===== config.mk =====
export PLATFORM = sky130hd
export DESIGN_NAME = http_response_header_parser
export DESIGN_NICKNAME = d
export VERILOG_FILES = /design/src/rtl/hrp_pkg.sv /design/src/rtl/hrp_front.sv /design/src/rtl/hrp_fifo.sv /design/src/rtl/hrp_back.sv /design/src/rtl/http_response_header_parser.sv
export SDC_FILE = /design/constraint.sdc
export NUM_CORES = 1
export LEC_CHECK = 0
export ABC_AREA = 1
export ABC_CLOCK_PERIOD_IN_PS = 11990
export BUFFER_PORTS_ARGS = -buffer_cell sky130_fd_sc_hd__buf_2
export CORE_ASPECT_RATIO = 1.25
export CORE_MARGIN = 2
export CORE_UTILIZATION = 50
export CTS_BUF_LIST = sky130_fd_sc_hd__clkbuf_4
export DETAILED_ROUTE_END_ITERATION = 12
export PLACE_DENSITY = 0.64
export SETUP_SLACK_MARGIN = 0.02
export SLEW_MARGIN = 25
export SYNTH_ARGS = -nofsm -noshare
export SYNTH_HDL_FRONTEND = slang
export SYNTH_SLANG_ARGS = --single-unit
export TNS_END_PERCENT = 20

===== constraint.sdc =====
create_clock -name aclk -period 11.99 [get_ports aclk]
set_input_delay 1.199 -clock aclk [delete_from_list [all_inputs] [get_ports aclk]]
set_output_delay 1.199 -clock aclk [all_outputs]
set_load 0.1 [all_outputs]

===== src/rtl/hrp_pkg.sv =====
// ----------------------------------------------------------------------------
// hrp_pkg
// shared types, codes and prefix tables of the response header parser
// ----------------------------------------------------------------------------
package hrp_pkg;

    localparam int LENGTH_BITS_DEF = 32;
    localparam int FIFO_DEPTH_DEF  = 2;

    localparam int COL_BITS   = 6;
    localparam int COLUMN_MAX = 63;

    // prefix lengths; HTTP_LEN and CLEN_LEN are also the columns where numbers start
    localparam int HTTP_LEN  = 9;
    localparam int CLEN_LEN  = 15;
    localparam int CHUNK_LEN = 26;

    localparam logic [8*HTTP_LEN-1:0]  PFX_HTTP10 = "HTTP/1.0 ";
    localparam logic [8*HTTP_LEN-1:0]  PFX_HTTP11 = "HTTP/1.1 ";
    localparam logic [8*CLEN_LEN-1:0]  PFX_CLEN   = "content-length:";
    localparam logic [8*CHUNK_LEN-1:0] PFX_CHUNK  = "transfer-encoding: chunked";

    localparam logic [7:0] CHAR_LF = 8'h0A;
    localparam logic [7:0] CHAR_CR = 8'h0D;

    localparam int STATUS_INFO_LO = 100;
    localparam int STATUS_INFO_HI = 200;

    // parse phases
    localparam logic [1:0] PHASE_HEADERS = 2'd0;
    localparam logic [1:0] PHASE_DONE    = 2'd1;
    localparam logic [1:0] PHASE_ERROR   = 2'd2;

    // number scanner stages
    localparam logic [1:0] NUM_BEFORE = 2'd0;
    localparam logic [1:0] NUM_DIGITS = 2'd1;
    localparam logic [1:0] NUM_GOOD   = 2'd2;
    localparam logic [1:0] NUM_BAD    = 2'd3;

    // error codes
    localparam logic [2:0] ERR_NONE     = 3'd0;
    localparam logic [2:0] ERR_PROTOCOL = 3'd1;
    localparam logic [2:0] ERR_STATUS   = 3'd2;
    localparam logic [2:0] ERR_BADLEN   = 3'd3;
    localparam logic [2:0] ERR_DUPLEN   = 3'd4;
    localparam logic [2:0] ERR_CHUNKED  = 3'd5;

    // input kinds
    localparam logic ACT_BYTE    = 1'b0;
    localparam logic ACT_RESTART = 1'b1;

    // one classified byte, handed from front to back
    typedef struct packed {
        logic       restart;
        logic       is_lf;
        logic [3:0] mismatch;     // per prefix: this byte breaks the match
        logic       is_space;
        logic       is_digit;
        logic [3:0] digit;
        logic       col_ge_status;
        logic       col_ge_length;
        logic       len_zero;     // line ends empty (lf only)
        logic       len_ge_http;
        logic       len_ge_clen;
        logic       len_ge_chunk;
    } hrp_class_t;

    // expected prefix character; k selects the prefix
    function automatic logic [7:0] pfx_char(input logic [1:0] k,
                                            input logic [COL_BITS-1:0] col);
        logic [7:0] ch;
        ch = 8'h00;
        case (k)
            2'd0: if (int'(col) < HTTP_LEN)
                      ch = PFX_HTTP10[8*(HTTP_LEN-1-int'(col)) +: 8];
            2'd1: if (int'(col) < HTTP_LEN)
                      ch = PFX_HTTP11[8*(HTTP_LEN-1-int'(col)) +: 8];
            2'd2: if (int'(col) < CLEN_LEN)
                      ch = PFX_CLEN[8*(CLEN_LEN-1-int'(col)) +: 8];
            2'd3: if (int'(col) < CHUNK_LEN)
                      ch = PFX_CHUNK[8*(CHUNK_LEN-1-int'(col)) +: 8];
            default: ch = 8'h00;
        endcase
        return ch;
    endfunction

    function automatic int pfx_len(input logic [1:0] k);
        int n;
        case (k)
            2'd0:    n = HTTP_LEN;
            2'd1:    n = HTTP_LEN;
            2'd2:    n = CLEN_LEN;
            2'd3:    n = CHUNK_LEN;
            default: n = 0;
        endcase
        return n;
    endfunction

endpackage


===== src/rtl/hrp_front.sv =====
// ----------------------------------------------------------------------------
// hrp_front
// accepts input transactions, tracks the line column and classifies bytes
// ----------------------------------------------------------------------------
module hrp_front (
    input  logic               aclk,
    input  logic               aresetn,
    input  logic               s_tvalid,
    output logic               s_tready,
    input  logic [7:0]         s_tdata,
    input  logic [0:0]         s_tuser,
    input  logic               q_full,
    output logic               q_push,
    output hrp_pkg::hrp_class_t q_entry
);
    import hrp_pkg::*;

    logic [COL_BITS-1:0] column_reg, column_next;
    logic                saw_cr_reg, saw_cr_next;
    logic                accept;
    logic [7:0]          b;
    logic [7:0]          b_low;
    logic [COL_BITS-1:0] line_len;

    assign s_tready = !q_full;
    assign accept   = s_tvalid && s_tready;
    assign q_push   = accept;
    assign b        = s_tdata;
    assign b_low    = (b >= 8'h41 && b <= 8'h5A) ? (b + 8'h20) : b;
    // a cr right before the lf is not part of the line
    assign line_len = (saw_cr_reg && column_reg != '0) ? (column_reg - 1'b1) : column_reg;

    always_comb begin
        q_entry          = '0;
        q_entry.restart  = (s_tuser[0] == ACT_RESTART);
        q_entry.is_lf    = (b == CHAR_LF);
        for (int k = 0; k < 4; k++) begin
            if (int'(column_reg) < pfx_len(2'(k))) begin
                q_entry.mismatch[k] = ((k >= 2) ? b_low : b) != pfx_char(2'(k), column_reg);
            end
        end
        q_entry.is_space      = (b == 8'h20) || (b == 8'h09) || (b == 8'h0B) ||
                                (b == 8'h0C) || (b == CHAR_CR);
        q_entry.is_digit      = (b >= 8'h30) && (b <= 8'h39);
        q_entry.digit         = 4'(b - 8'h30);
        q_entry.col_ge_status = int'(column_reg) >= HTTP_LEN;
        q_entry.col_ge_length = int'(column_reg) >= CLEN_LEN;
        q_entry.len_zero      = (line_len == '0);
        q_entry.len_ge_http   = int'(line_len) >= HTTP_LEN;
        q_entry.len_ge_clen   = int'(line_len) >= CLEN_LEN;
        q_entry.len_ge_chunk  = int'(line_len) >= CHUNK_LEN;
    end

    always_comb begin
        column_next = column_reg;
        saw_cr_next = saw_cr_reg;
        if (accept) begin
            if (s_tuser[0] == ACT_RESTART || b == CHAR_LF) begin
                column_next = '0;
                saw_cr_next = 1'b0;
            end else begin
                if (int'(column_reg) < COLUMN_MAX) begin
                    column_next = column_reg + 1'b1;
                end
                saw_cr_next = (b == CHAR_CR);
            end
        end
    end

    always_ff @(posedge aclk) begin
        if (!aresetn) begin
            column_reg <= '0;
            saw_cr_reg <= 1'b0;
        end else begin
            column_reg <= column_next;
            saw_cr_reg <= saw_cr_next;
        end
    end

endmodule


===== src/rtl/hrp_fifo.sv =====
// ----------------------------------------------------------------------------
// hrp_fifo
// short register queue of classified bytes between front and back
// ----------------------------------------------------------------------------
module hrp_fifo #(
    parameter int DEPTH = hrp_pkg::FIFO_DEPTH_DEF
) (
    input  logic                aclk,
    input  logic                aresetn,
    input  logic                push,
    input  hrp_pkg::hrp_class_t push_entry,
    input  logic                pop,
    output logic                full,
    output logic                empty,
    output hrp_pkg::hrp_class_t head
);
    import hrp_pkg::*;

    localparam int PTR_BITS = (DEPTH > 1) ? $clog2(DEPTH) : 1;
    localparam int CNT_BITS = $clog2(DEPTH + 1);

    hrp_class_t          entries_reg [DEPTH];
    logic [PTR_BITS-1:0] wr_ptr_reg, wr_ptr_next;
    logic [PTR_BITS-1:0] rd_ptr_reg, rd_ptr_next;
    logic [CNT_BITS-1:0] count_reg, count_next;

    assign full  = (count_reg == CNT_BITS'(DEPTH));
    assign empty = (count_reg == '0);
    assign head  = entries_reg[rd_ptr_reg];

    always_comb begin
        wr_ptr_next = wr_ptr_reg;
        rd_ptr_next = rd_ptr_reg;
        count_next  = count_reg;
        if (push) begin
            wr_ptr_next = (wr_ptr_reg == PTR_BITS'(DEPTH - 1)) ? '0 : wr_ptr_reg + 1'b1;
        end
        if (pop) begin
            rd_ptr_next = (rd_ptr_reg == PTR_BITS'(DEPTH - 1)) ? '0 : rd_ptr_reg + 1'b1;
        end
        if (push && !pop) begin
            count_next = count_reg + 1'b1;
        end else if (pop && !push) begin
            count_next = count_reg - 1'b1;
        end
    end

    always_ff @(posedge aclk) begin
        if (push) begin
            entries_reg[wr_ptr_reg] <= push_entry;
        end
    end

    always_ff @(posedge aclk) begin
        if (!aresetn) begin
            wr_ptr_reg <= '0;
            rd_ptr_reg <= '0;
            count_reg  <= '0;
        end else begin
            wr_ptr_reg <= wr_ptr_next;
            rd_ptr_reg <= rd_ptr_next;
            count_reg  <= count_next;
        end
    end

    a_no_overflow: assert property (@(posedge aclk) disable iff (!aresetn)
        full |-> !(push && !pop))
        else $error("queue written while full");

    a_no_underflow: assert property (@(posedge aclk) disable iff (!aresetn)
        empty |-> !pop)
        else $error("queue read while empty");

endmodule


===== src/rtl/hrp_back.sv =====
// ----------------------------------------------------------------------------
// hrp_back
// header state, number scanning, line end checks and the result register
// ----------------------------------------------------------------------------
module hrp_back #(
    parameter int LENGTH_BITS = hrp_pkg::LENGTH_BITS_DEF
) (
    input  logic                aclk,
    input  logic                aresetn,
    input  logic                q_empty,
    input  hrp_pkg::hrp_class_t q_head,
    output logic                q_pop,
    output logic                m_tvalid,
    input  logic                m_tready,
    output logic [55:0]         m_tdata
);
    import hrp_pkg::*;

    localparam int LB = LENGTH_BITS;

    logic [1:0]    phase_reg, phase_next;
    logic [3:0]    flags_reg, flags_next;
    logic [1:0]    stage_reg, stage_next;
    logic [LB-1:0] accum_reg, accum_next;
    logic [15:0]   status_reg, status_next;
    logic [LB-1:0] length_reg, length_next;
    logic          seen_reg, seen_next;
    logic [2:0]    error_reg, error_next;
    logic          out_valid_reg;
    logic [55:0]   out_data_reg, out_data_next;

    hrp_class_t    e;
    logic          status_mode;
    logic          feed;
    logic          num_ok;
    logic [LB+3:0] cap;
    logic [LB+3:0] prod;
    logic [LB+31:0] length_wide;

    assign e           = q_head;
    assign q_pop       = !q_empty && (!out_valid_reg || m_tready);
    assign status_mode = (status_reg == '0);
    assign feed        = status_mode ? e.col_ge_status : e.col_ge_length;
    assign num_ok      = (stage_reg == NUM_DIGITS) || (stage_reg == NUM_GOOD);
    assign cap         = status_mode ? {{(LB - 12){1'b0}}, 16'hFFFF} : {4'b0, {LB{1'b1}}};
    // accum * 10 + digit, never wider than LB + 4 bits since accum <= cap
    assign prod        = {1'b0, accum_reg, 3'b000} + {3'b000, accum_reg, 1'b0} +
                         {{LB{1'b0}}, e.digit};

    always_comb begin
        phase_next  = phase_reg;
        flags_next  = flags_reg;
        stage_next  = stage_reg;
        accum_next  = accum_reg;
        status_next = status_reg;
        length_next = length_reg;
        seen_next   = seen_reg;
        error_next  = error_reg;
        if (q_pop) begin
            if (e.restart) begin
                phase_next  = PHASE_HEADERS;
                flags_next  = 4'hF;
                stage_next  = NUM_BEFORE;
                accum_next  = '0;
                status_next = '0;
                length_next = '0;
                seen_next   = 1'b0;
                error_next  = ERR_NONE;
            end else if (phase_reg == PHASE_HEADERS) begin
                if (e.is_lf) begin
                    // line end checks
                    if (e.len_zero) begin
                        phase_next = PHASE_DONE;
                    end else if (status_mode) begin
                        if (!(flags_reg[1:0] != 2'b00 && e.len_ge_http)) begin
                            phase_next = PHASE_ERROR;
                            error_next = ERR_PROTOCOL;
                        end else if (!num_ok || accum_reg == '0) begin
                            phase_next = PHASE_ERROR;
                            error_next = ERR_STATUS;
                        end else if (!(accum_reg >= LB'(STATUS_INFO_LO) &&
                                       accum_reg < LB'(STATUS_INFO_HI))) begin
                            status_next = accum_reg[15:0];
                        end
                    end else if (flags_reg[2] && e.len_ge_clen) begin
                        if (!num_ok) begin
                            phase_next = PHASE_ERROR;
                            error_next = ERR_BADLEN;
                        end else if (seen_reg && accum_reg != length_reg) begin
                            phase_next = PHASE_ERROR;
                            error_next = ERR_DUPLEN;
                        end else begin
                            length_next = accum_reg;
                            seen_next   = 1'b1;
                        end
                    end else if (flags_reg[3] && e.len_ge_chunk) begin
                        phase_next = PHASE_ERROR;
                        error_next = ERR_CHUNKED;
                    end
                    flags_next = 4'hF;
                    stage_next = NUM_BEFORE;
                    accum_next = '0;
                end else begin
                    flags_next = flags_reg & ~e.mismatch;
                    if (feed) begin
                        case (stage_reg)
                            NUM_BEFORE: begin
                                if (e.is_digit) begin
                                    accum_next = {{(LB - 4){1'b0}}, e.digit};
                                    stage_next = NUM_DIGITS;
                                end else if (!e.is_space) begin
                                    stage_next = NUM_BAD;
                                end
                            end
                            NUM_DIGITS: begin
                                if (e.is_digit) begin
                                    accum_next = (prod > cap) ? cap[LB-1:0] : prod[LB-1:0];
                                end else if (e.is_space) begin
                                    stage_next = NUM_GOOD;
                                end else begin
                                    stage_next = NUM_BAD;
                                end
                            end
                            default: begin
                                stage_next = stage_reg;
                            end
                        endcase
                    end
                end
            end
        end
    end

    assign length_wide = {32'b0, length_next};

    always_comb begin
        out_data_next        = '0;
        out_data_next[1:0]   = phase_next;
        out_data_next[4:2]   = (phase_next == PHASE_ERROR) ? error_next : ERR_NONE;
        out_data_next[20:5]  = status_next;
        out_data_next[52:21] = length_wide[31:0];
        out_data_next[53]    = seen_next;
    end

    always_ff @(posedge aclk) begin
        if (!aresetn) begin
            phase_reg     <= PHASE_HEADERS;
            flags_reg     <= 4'hF;
            stage_reg     <= NUM_BEFORE;
            accum_reg     <= '0;
            status_reg    <= '0;
            length_reg    <= '0;
            seen_reg      <= 1'b0;
            error_reg     <= ERR_NONE;
            out_valid_reg <= 1'b0;
        end else begin
            phase_reg  <= phase_next;
            flags_reg  <= flags_next;
            stage_reg  <= stage_next;
            accum_reg  <= accum_next;
            status_reg <= status_next;
            length_reg <= length_next;
            seen_reg   <= seen_next;
            error_reg  <= error_next;
            if (q_pop) begin
                out_valid_reg <= 1'b1;
            end else if (m_tready) begin
                out_valid_reg <= 1'b0;
            end
        end
    end

    always_ff @(posedge aclk) begin
        if (q_pop) begin
            out_data_reg <= out_data_next;
        end
    end

    assign m_tvalid = out_valid_reg;
    assign m_tdata  = out_data_reg;

    a_phase_legal: assert property (@(posedge aclk) disable iff (!aresetn)
        phase_reg != 2'd3)
        else $error("unused phase code reached");

    a_status_sticky: assert property (@(posedge aclk) disable iff (!aresetn)
        (status_reg != '0 && !(q_pop && e.restart)) |=> status_reg != '0)
        else $error("status lost without restart");

    a_length_after_status: assert property (@(posedge aclk) disable iff (!aresetn)
        seen_reg |-> status_reg != '0)
        else $error("length recorded before a status");

    a_frozen_when_ended: assert property (@(posedge aclk) disable iff (!aresetn)
        (phase_reg != PHASE_HEADERS && !(q_pop && e.restart)) |=>
            $stable(phase_reg) && $stable(length_reg) && $stable(status_reg))
        else $error("state moved after the headers ended");

endmodule


===== src/rtl/http_response_header_parser.sv =====
// ----------------------------------------------------------------------------
// http_response_header_parser
// byte-wide http/1.0 and http/1.1 response header parser with one result per byte
// ----------------------------------------------------------------------------
// usage:
//   the slave stream takes one transaction per response byte; s_tuser[0]
//   selects the kind (0 = data byte in s_tdata, 1 = restart for a new
//   response). every accepted transaction gives exactly one result on the
//   master stream: phase (still in headers, complete, error), error code,
//   final status code, declared content length and a length-known flag.
//   a front stage classifies each byte against the line column it tracks,
//   a two-entry queue holds classified bytes, and a back stage runs the
//   header state and owns the result register.
//   the queue is written at the accepting edge and the back stage then loads
//   the result register from the queue head; throughput is one byte per clock
//   while m_tready does not hold the result register.
//   when m_tready is low the result register holds, the queue fills and
//   s_tready drops once it is full; nothing is dropped.
//   aresetn (synchronous, active low) empties the queue, clears the result
//   valid and returns the parser to the start of a response.
// ----------------------------------------------------------------------------
module http_response_header_parser #(
    parameter int LENGTH_BITS = hrp_pkg::LENGTH_BITS_DEF,
    parameter int FIFO_DEPTH  = hrp_pkg::FIFO_DEPTH_DEF
) (
    input  logic        aclk,
    input  logic        aresetn,
    // input stream
    input  logic        s_tvalid,
    output logic        s_tready,
    input  logic [7:0]  s_tdata,   // [7:0] data_byte
    input  logic [0:0]  s_tuser,   // [0] action
    // result stream
    output logic        m_tvalid,
    input  logic        m_tready,
    output logic [55:0] m_tdata    // [1:0] event_res, [4:2] error_code,
                                   // [20:5] status_value, [52:21] body_length,
                                   // [53] length_known, [55:54] zero
);
    import hrp_pkg::*;

    // classified byte path between front and back
    hrp_class_t push_entry;
    hrp_class_t head_entry;
    logic       q_push;
    logic       q_pop;
    logic       q_full;
    logic       q_empty;

    // front: handshake, column tracking, prefix and character classes
    hrp_front u_front (
        .aclk     (aclk),
        .aresetn  (aresetn),
        .s_tvalid (s_tvalid),
        .s_tready (s_tready),
        .s_tdata  (s_tdata),
        .s_tuser  (s_tuser),
        .q_full   (q_full),
        .q_push   (q_push),
        .q_entry  (push_entry)
    );

    // queue lets the front keep taking bytes while a result waits
    hrp_fifo #(
        .DEPTH (FIFO_DEPTH)
    ) u_fifo (
        .aclk       (aclk),
        .aresetn    (aresetn),
        .push       (q_push),
        .push_entry (push_entry),
        .pop        (q_pop),
        .full       (q_full),
        .empty      (q_empty),
        .head       (head_entry)
    );

    // back: header state machine and result register
    hrp_back #(
        .LENGTH_BITS (LENGTH_BITS)
    ) u_back (
        .aclk     (aclk),
        .aresetn  (aresetn),
        .q_empty  (q_empty),
        .q_head   (head_entry),
        .q_pop    (q_pop),
        .m_tvalid (m_tvalid),
        .m_tready (m_tready),
        .m_tdata  (m_tdata)
    );

endmodule


==> results of run 1 <==
-- where the power goes --
part	internal [mW]	switching [mW]	total, mW
Combinational	0.185	1.02	1.20
Clock	0.103	0.223	0.326
Sequential	0.841	0.0437	0.884
-- synthesized netlist by cell type, drive strengths merged, types with 2 or more instances --
| cell | number |
|---|---|
| a31oi | 11 |
| nand3b | 11 |
| a21oi | 158 |
| a21o | 5 |
| xnor2 | 8 |
| edfxtp | 90 |
| o22ai | 3 |
| xor2 | 25 |
| clkinv | 4 |
| mux2i | 2 |
| buf | 19 |
| inv | 198 |
| a211oi | 2 |
| fa | 2 |
| nand3 | 87 |
| o21bai | 3 |
| nor2 | 149 |
| nor4 | 7 |
| or2 | 12 |
| dfxtp | 105 |
| nand4 | 59 |
| o21ai | 76 |
| nand2 | 523 |
| o21a | 3 |
| ha | 90 |
| clkbuf | 37 |
| and2 | 4 |
| nor3 | 18 |
| o211ai | 62 |
| a22oi | 11 |
-- layer usage --
layer,up-vias,track usage,part of all wire
met2,297,0.477,0.52
met3,99,0.0389,0.041
met4,0,0.131,0.052
met1,5585,0.284,0.39
li1,6156,-,-
met5,-,0,0
-- per-stage QoR --
| step | cells | cell area, sq um |
|---|---|---|
| floorplan | 1795 | 13200 |
| global placement | 2153 | 13700 |
| detailed placement | 2153 | 13700 |
| CTS | 2185 | 14000 |
| global route | 2187 | 14000 |
| finish | 2187 | 14000 |
-- cell families (layout without fill, tap and decap cells) --
group           Yosys count  count (layout)  share of synthesized area
buf+inv                 258             308                     0.0773
xor+xnor                 33              33                     0.0225
compound gates          342             342                      0.154
mux                       2               2                    0.00152
other cells               1               4                   0.000285
simple gates            871             871                      0.291
flops                   195             195                      0.365
fa+ha+maj                92              92                     0.0887
-- cell type report --
type                       count  area [sq um]
multi-input combinational   1342          7370
timing repair buffer          74           385
clock inverter                14           116
clock buffer                  18           135
antenna                        2          5.00
inverter                     202           759
tap                          340           425
fill                        2609         11900
sequential                   195          4800
-- final timing paths --
check | startpoint | endpoint
worst min-delay path | u_fifo.rd_ptr_reg | u_fifo.rd_ptr_reg
worst max register to register | flip-flop | u_back.accum_reg[0]
worst max-delay path | flip-flop | u_back.accum_reg[0]
worst min register to register | u_fifo.rd_ptr_reg | u_fifo.rd_ptr_reg
==> results.cfg, run 1 <==
[outcome]
outcome = finished clean

[sta]
holdWs_ns = 0.464
setup_slack_ns = 7.02
finalCritPeriodShare = 0.414
setup_violations = 0
fmax_mhz = 201
finalHoldViolCount = 0
worstMarginPinSlew_ns = 1.06
rsz0062_at_grt = false
tns_ns = 0
slew_violations = 0
period_needed_ns = 4.97
maxSlewHeadroom = 0.296
finalClockSkew_ns = 0.0204

[place]
hpwl_um = 26800
dp_slack_ns = 7.02
place_congestion = 0.894
io_buffers = 68

[setup_path]
crit_fanout = 17
r2r_slack_ns = 7.02
critPathRequiredTime_ns = 12.41
worstRegToRegCells = 27
cp.buffers_inverters = 2
critPathMostFrequentCell = nand2_1
start_kind = flip-flop
cp_top_family = simple AND/OR/NAND/NOR gates
slowest_delay_ns = 0.49
critical_path_class = reg2reg
endpoint_kind = flip-flop
slowest_stage = fa_1
cp_num_cells = 27
cp.arrival_ns = 5.38

[synthesis]
synthTopCellsByArea = edfxtp_1 (21%), dfxtp_1 (16%), nand2_1 (15%)
synth_area_leader_cell = edfxtp_1
synth-edff-count = 90
synth_top_area_share = 0.205
ys_ff_latch = 195
synth.avg_cell_area_sq_um = 7.33
syn_inst = 1794
async_flop_share = 0
ys_seq_area_frac = 0.365
synthFlopType = dfxtp_1
ys_types = 57
yosysWarnings = 0
netlist_area_sq_um = 13200

[die]
core-area_sq_um = 25900
die_h_um = 185
die-area_sq_um = 27600
io_pins = 71
initial_core_util = 0.507
dieWidth_um = 149
rows = 66

[drt]
wl_per_cell_um = 16.1
viasPerCell = 5.55
vias = 12100
ant_nets = 0
wl_um = 35200
drt_pass1_iterations = 7
drc = 0
drtIter0Drc = 702

[layout]
largest_register_ffs = 54
area_growth_pct = 6.44
layout-drive-gt1-share = 0.0986
final_cell_mix = nand2_1 (507), inv_1 (186), a21oi_1 (146), nor2_1 (143), dfxtp_1 (105)
final_common_cell = nand2_1
layout.nets = 1937
fin_util = 0.540

[clock_network]
clockBufferDepth = 2
cts_root_buf = clkbuf_4
htree_levels = 4
hold_buffers = 0
cts_tree = yes
path_clk_slew_ns = 0.15
post_cts_buffers = 0
clk_latency_ns = 0.58
cts_buffers = 17
post_cts_resized = 0
clock-sinks = 195

[global_route]
antenna_found_initial = 1
track_usage = 0.258
grt_start_max_net_pins = 85
grt_pass1_vias = 11500
grt-ovfl-total = 0
grt_pass1_wl_um = 56800

[power_and_ir_drop]
powerDensity_nw_per_um2 = 172
total_power_mw = 2.41
ir_drop_uv = 212
leakagePower_nw = 6.62

[run]
drv_cap = 0

[hold_path]
hp-class = reg2reg
holdPathStages = 1
No activity file was read; power rests on OpenSTA's default activity.
==> run 2: changes to the inputs <==
--- a/config.mk
+++ b/config.mk
@@ -6,14 +6,14 @@
 export NUM_CORES = 1
 export LEC_CHECK = 0
 export ABC_AREA = 1
-export ABC_CLOCK_PERIOD_IN_PS = 11990
+export ABC_CLOCK_PERIOD_IN_PS = 4200
 export BUFFER_PORTS_ARGS = -buffer_cell sky130_fd_sc_hd__buf_2
 export CORE_ASPECT_RATIO = 1.25
 export CORE_MARGIN = 2
 export CORE_UTILIZATION = 50
 export CTS_BUF_LIST = sky130_fd_sc_hd__clkbuf_4
 export DETAILED_ROUTE_END_ITERATION = 12
-export PLACE_DENSITY = 0.64
+export PLACE_DENSITY = 0.67
 export SETUP_SLACK_MARGIN = 0.02
 export SLEW_MARGIN = 25
 export SYNTH_ARGS = -nofsm -noshare
==> constraint.sdc (replaced) <==
create_clock -name aclk -period 4.2 [get_ports aclk]
set_input_delay 0.42 -clock aclk [delete_from_list [all_inputs] [get_ports aclk]]
set_output_delay 0.42 -clock aclk [all_outputs]
set_load 0.1 [all_outputs]
==> run 2 against run 1 <==
Effect of this change:
- the run now ends with setup timing left
- critical path depth grew 3
- total power rose to 2.9 times the previous value
- sequential power increased to 2.9 times the previous value
- largest cell class unchanged
- largest power group unchanged
==> results.cfg, run 2 (synthesized netlist as in run 1, its figures left out) <==
[outcome]
outcome = finished with violations
failed_checks = setup timing

[die]
rows = 66
die_h_um = 185
core-area_sq_um = 25900
initial_core_util = 0.507
io_pins = 71
dieWidth_um = 149
die-area_sq_um = 27600

[drt]
wl_per_cell_um = 16.2
drt_pass1_iterations = 5
vias = 12700
wl_um = 36900
viasPerCell = 5.55
drc = 0
ant_nets = 0
drtIter0Drc = 688

[clock_network]
clockBufferDepth = 2
cts_tree = yes
cts_buffers = 17
clk_latency_ns = 0.60
htree_levels = 4
cts_root_buf = clkbuf_4
clock-sinks = 195
hold_buffers = 0
path_clk_slew_ns = 0.14

[setup_path]
slowest_delay_ns = 0.51
worstRegToRegCells = 30
r2r_slack_ns = -0.16
endpoint_kind = flip-flop
crit_fanout = 13
start_kind = flip-flop
critPathMostFrequentCell = nand2_4
critPathRequiredTime_ns = 4.66
critical_path_class = reg2reg
rr_endpoint = u_back.accum_reg[11]
slowest_stage = fa_2
cp.arrival_ns = 4.82

[sta]
finalClockSkew_ns = 0.0405
holdWs_ns = 0.0510
setup_violations = 32
tns_ns = -3.95
maxSlewHeadroom = 0.313
rsz0062_at_grt = true
worstMarginPinSlew_ns = 1.03
finalHoldViolCount = 0
slew_violations = 0
period_needed_ns = 4.36
setup_slack_ns = -0.162
finalCritPeriodShare = 1.04
fmax_mhz = 229

[layout]
multi_input_area_sq_um = 7670
final_cell_mix = nand2_1 (489), inv_1 (184), a21oi_1 (143), nor2_1 (142), dfxtp_1 (104)
final_common_cell = nand2_1
final_cells = 2281
layout.nets = 2033
fill_cells = 2422
final_area_sq_um = 15000
antenna_cells = 0
largest_register_ffs = 54
seqCellArea_sq_um = 4810
area_growth_pct = 14.2
layout-drive-gt1-share = 0.166

[place]
place_congestion = 0.983
io_buffers = 68
placed_cell_area_sq_um = 14400
placed_cells = 2232
hpwl_um = 28000

[global_route]
grt_start_max_net_pins = 65
track_usage = 0.264
antenna_found_initial = 0
grt-ovfl-total = 0
grt_pass1_wl_um = 58500
grt_pass1_vias = 12000

[hold_path]
hold_start = s_tuser
holdPathEnd = u_fifo.entries_reg[0][17]
holdPathStages = 1
hp-class = in2reg

[power_and_ir_drop]
powerDensity_nw_per_um2 = 467
ir_drop_uv = 1010
leakagePower_nw = 7.14

[run]
drv_cap = 0
[run 2: critical path, delay by kind of cell, from the launching register on]
family	cells	cell delay, ns
AO/OA/AOI/OAI	1	0.06
buffers and inverters	3	0.25
flip-flops	1	0.40
AND/OR/NAND/NOR	23	2.29
adder cells (fa/ha/maj)	3	1.20
[run 2: what timing repair did]
item / in CTS / in global routing
setup buffers: 7 / 9
pin swaps: 14 / 28
cloned: 1 / 0
hold endpoints to repair: 0 / 0
resized for setup: 25 / 38
endpoints found under the setup margin: 32 / 32
[run 2: stage by stage]
step	utilization	total power, mW	worst slack, ns
finish	0.579	7.01	-0.162
global route	0.579	7.36	-0.419
CTS	0.569	7.00	0.0114
detailed placement	0.554	6.08	-0.252
global placement	0.554	6.05	-0.0618
floorplan	-	5.38	0.0339
[run 2: area by class of cell]
cell class                 instances  share of cell area
timing repair buffer             169              0.0753
tap                              340              0.0283
multi-input combinational       1343               0.510
clock inverter                    14             0.00591
sequential                       195               0.320
clock buffer                      18             0.00900
inverter                         202              0.0509
[run 2: how the worst max path moves through the flow]
stage / end / start / slack, ns / cells past startpoint
2_1_floorplan: u_back.accum_reg[21] / flip-flop / 0.03 / 31
3_3_place_gp: u_back.accum_reg[18] / flip-flop / -0.06 / 31
3_5_place_dp: u_back.accum_reg[18] / flip-flop / -0.25 / 31
4_1_cts: u_back.accum_reg[15] / flip-flop / 0.01 / 28
5_1_grt: u_back.accum_reg[20] / flip-flop / -0.42 / 30
6_report: u_back.accum_reg[11] / flip-flop / -0.16 / 30
[run 2: where the power goes]
| group | switching [mW] | internal (mW) |
|---|---|---|
| Combinational | 2.98 | 0.629 |
| Clock | 0.645 | 0.237 |
| Sequential | 0.117 | 2.40 |
| Total | 3.74 | 3.27 |
[run 2: layer usage]
layer / global-route usage / up-vias / part of all wire
met1: 0.290 / 5913 / 0.39
met3: 0.0291 / 98 / 0.031
met4: 0.108 / 0 / 0.040
li1: - / 6339 / -
met2: 0.512 / 304 / 0.54
met5: 0 / - / 0
==> run 3: changes to the inputs <==
--- a/config.mk
+++ b/config.mk
@@ -8,12 +8,14 @@
 export ABC_AREA = 1
 export ABC_CLOCK_PERIOD_IN_PS = 4200
 export BUFFER_PORTS_ARGS = -buffer_cell sky130_fd_sc_hd__buf_2
+export CELL_PAD_IN_SITES_DETAIL_PLACEMENT = 1
+export CELL_PAD_IN_SITES_GLOBAL_PLACEMENT = 2
 export CORE_ASPECT_RATIO = 1.25
 export CORE_MARGIN = 2
-export CORE_UTILIZATION = 50
+export CORE_UTILIZATION = 34
 export CTS_BUF_LIST = sky130_fd_sc_hd__clkbuf_4
 export DETAILED_ROUTE_END_ITERATION = 12
-export PLACE_DENSITY = 0.67
+export PLACE_DENSITY = 0.76
 export SETUP_SLACK_MARGIN = 0.02
 export SLEW_MARGIN = 25
 export SYNTH_ARGS = -nofsm -noshare
==> run 3 against run 2 <==
Effect of this change:
- the run now ends clean
- hold slack improved by 0.11 ns
- critical path depth shrank 6
- non-clock buffer count grew 54
- worst setup slack gained 0.16 ns
- die area is 46% higher
- combinational power increased by 2%
- sequential share of layout area down 1.7 points
- first-iteration DRC count shrank 35%
- sequential power about the same
- clock skew down 0.0028 ns
- register-to-register slack better by 0.16 ns
- cell area increased by 5.7%
- critical endpoint is now u_back.accum_reg[20]
==> results.cfg, run 3 (synthesized netlist as in run 1, its figures left out) <==
[setup_path]
cp.buffers_inverters = 3
slowest_delay_ns = 0.47
critical_path_class = reg2reg
crit_fanout = 8
cp_top_family = simple AND/OR/NAND/NOR gates
endpoint_kind = flip-flop
start_kind = flip-flop
crit_chain = ha_1 > ha_1 > nand2_1 > inv_1 > a21oi_1 > nand2_4 > nand3_2 > nand2_4 > buf_4 > xor2_1 > ha_1 > nand3_2 > nor3_2 > buf_4 > nand4_1 > nor2_1 > nand3_1 > nor2_1 > nand4_1 > nand2_4 > nand3_4 > nand2_8 > nand3_4 > a21oi_2
critPathRequiredTime_ns = 4.72
cp.arrival_ns = 4.72
slowest_stage = dfxtp_1

[die]
initial_core_util = 0.345
dieWidth_um = 180
io_pins = 71
die_h_um = 224
die-area_sq_um = 40300
rows = 80
core-area_sq_um = 38100

[sta]
period_needed_ns = 4.20
setup_slack_ns = 0.00241
finalClockSkew_ns = 0.0377
slew_violations = 0
holdWs_ns = 0.164
finalCritPeriodShare = 0.999
worstMarginPinSlew_ns = 0.938
finalHoldViolCount = 0
rsz0062_at_grt = true
setup_violations = 0
fmax_mhz = 238
maxSlewHeadroom = 0.373

[clock_network]
cts_buffers = 17
clk_latency_ns = 0.59
path_clk_slew_ns = 0.17
cts_root_buf = clkbuf_4
clock-sinks = 195
cts_tree = yes
clockBufferDepth = 2
htree_levels = 4

[drt]
drt_pass1_iterations = 5
wl_per_cell_um = 17.7
ant_nets = 0
drc = 0
drtIter0Drc = 449
wl_um = 44100
viasPerCell = 5.17
vias = 12900

[layout]
area_growth_pct = 20.8
layout-drive-gt1-share = 0.204
final_cell_mix = nand2_1 (485), inv_1 (180), buf_4 (151), nor2_1 (142), a21oi_1 (138)
final_common_cell = nand2_1
largest_register_ffs = 54
final_cells = 2489
layout.nets = 2087

[global_route]
grt_pass1_vias = 13400
antenna_found_initial = 1
grt_start_max_net_pins = 63
track_usage = 0.218
grt_pass1_wl_um = 70200
grt-ovfl-total = 0

[power_and_ir_drop]
ir_drop_uv = 533
powerDensity_nw_per_um2 = 457
leakagePower_nw = 7.46
total_power_mw = 7.26

[place]
placed_cells = 2428
io_buffers = 68
dp_slack_ns = -0.305
hpwl_um = 34400
place_congestion = 0.864

[outcome]
outcome = finished clean

[run]
drv_cap = 0

[hold_path]
hp-class = in2reg
-- run 3: cell types whose count changed in the layout (fill, tap and decap cells not counted), moves of 3 or more --
cell / previous run / this run
inv_1: 184 / 180
xor2_2: 1 / 5
nand3_1: 65 / 61
nand2_4: 10 / 16
a21oi_1: 143 / 138
a21oi_2: 14 / 19
buf_4: 98 / 151
nand2_1: 489 / 485
inv_8: 0 / 3
ha_1: 80 / 76
xor2_1: 24 / 19
ha_4: 8 / 14
buf_6: 0 / 3
-- run 3: where the power goes --
part           switching (mW)  leakage, nW  internal (mW)
combinational            3.04         5.61          0.657
sequential              0.134         1.70           2.41
clock                   0.710        0.151          0.313
-- run 3: timing repair --
item                                    in CTS  in global routing
pin swaps                                   42                 39
resized for setup                           58                 47
cloned                                       1                  0
hold buffers                                 0                  1
endpoints found under the setup margin      32                 32
setup buffers                               19                  6
hold endpoints to repair                     0                  2
-- run 3: worst paths after layout --
kind                            start              endpoint  slack (ns)  cells after the start
setup / recovery  u_back.accum_reg[7]  u_back.accum_reg[20]       0.002                     24
setup reg to reg  u_back.accum_reg[7]  u_back.accum_reg[20]       0.002                     24
hold reg to reg   u_back.flags_reg[3]   u_back.flags_reg[3]        0.49                      2
hold / removal               m_tready       u_back.m_tvalid        0.16                      4
-- run 3: final cells by class --
cell class | count | area (sq um)
Timing Repair Buffer | 223 | 1520
Antenna cell | 2 | 5.00
Sequential cell | 195 | 4810
Clock buffer | 17 | 128
Tap cell | 492 | 616
Inverter | 202 | 764
Multi-Input combinational cell | 1343 | 7900
Fill cell | 4824 | 22300
Clock inverter | 15 | 144
-- run 3: worst register-to-register path, delay by kind of cell (launching register included) --
family / cells / cell delay, ns
flops: 1 / 0.47
simple gates: 15 / 1.70
xor+xnor: 1 / 0.32
compound gates: 2 / 0.43
buf+inv: 3 / 0.33
fa+ha+maj: 3 / 0.88
-- run 3: layer usage --
metal,up-vias,GRT usage,wire (um)
met2,140,0.433,24100
met4,0,0.0755,1510
li1,6438,-,-
met1,6230,0.236,17700
met5,-,0,0
met3,67,0.0229,775
-- run 3: metrics by stage --
step,TNS [ns],utilization,instance area (sq um)
6_report,0,0.416,15900
2_1_floorplan,0,-,13200
3_3_place_gp,-4.78,0.389,14900
4_1_cts,-1.97,0.408,15600
5_1_grt,-9.37,0.416,15900
3_5_place_dp,-8.47,0.389,14900
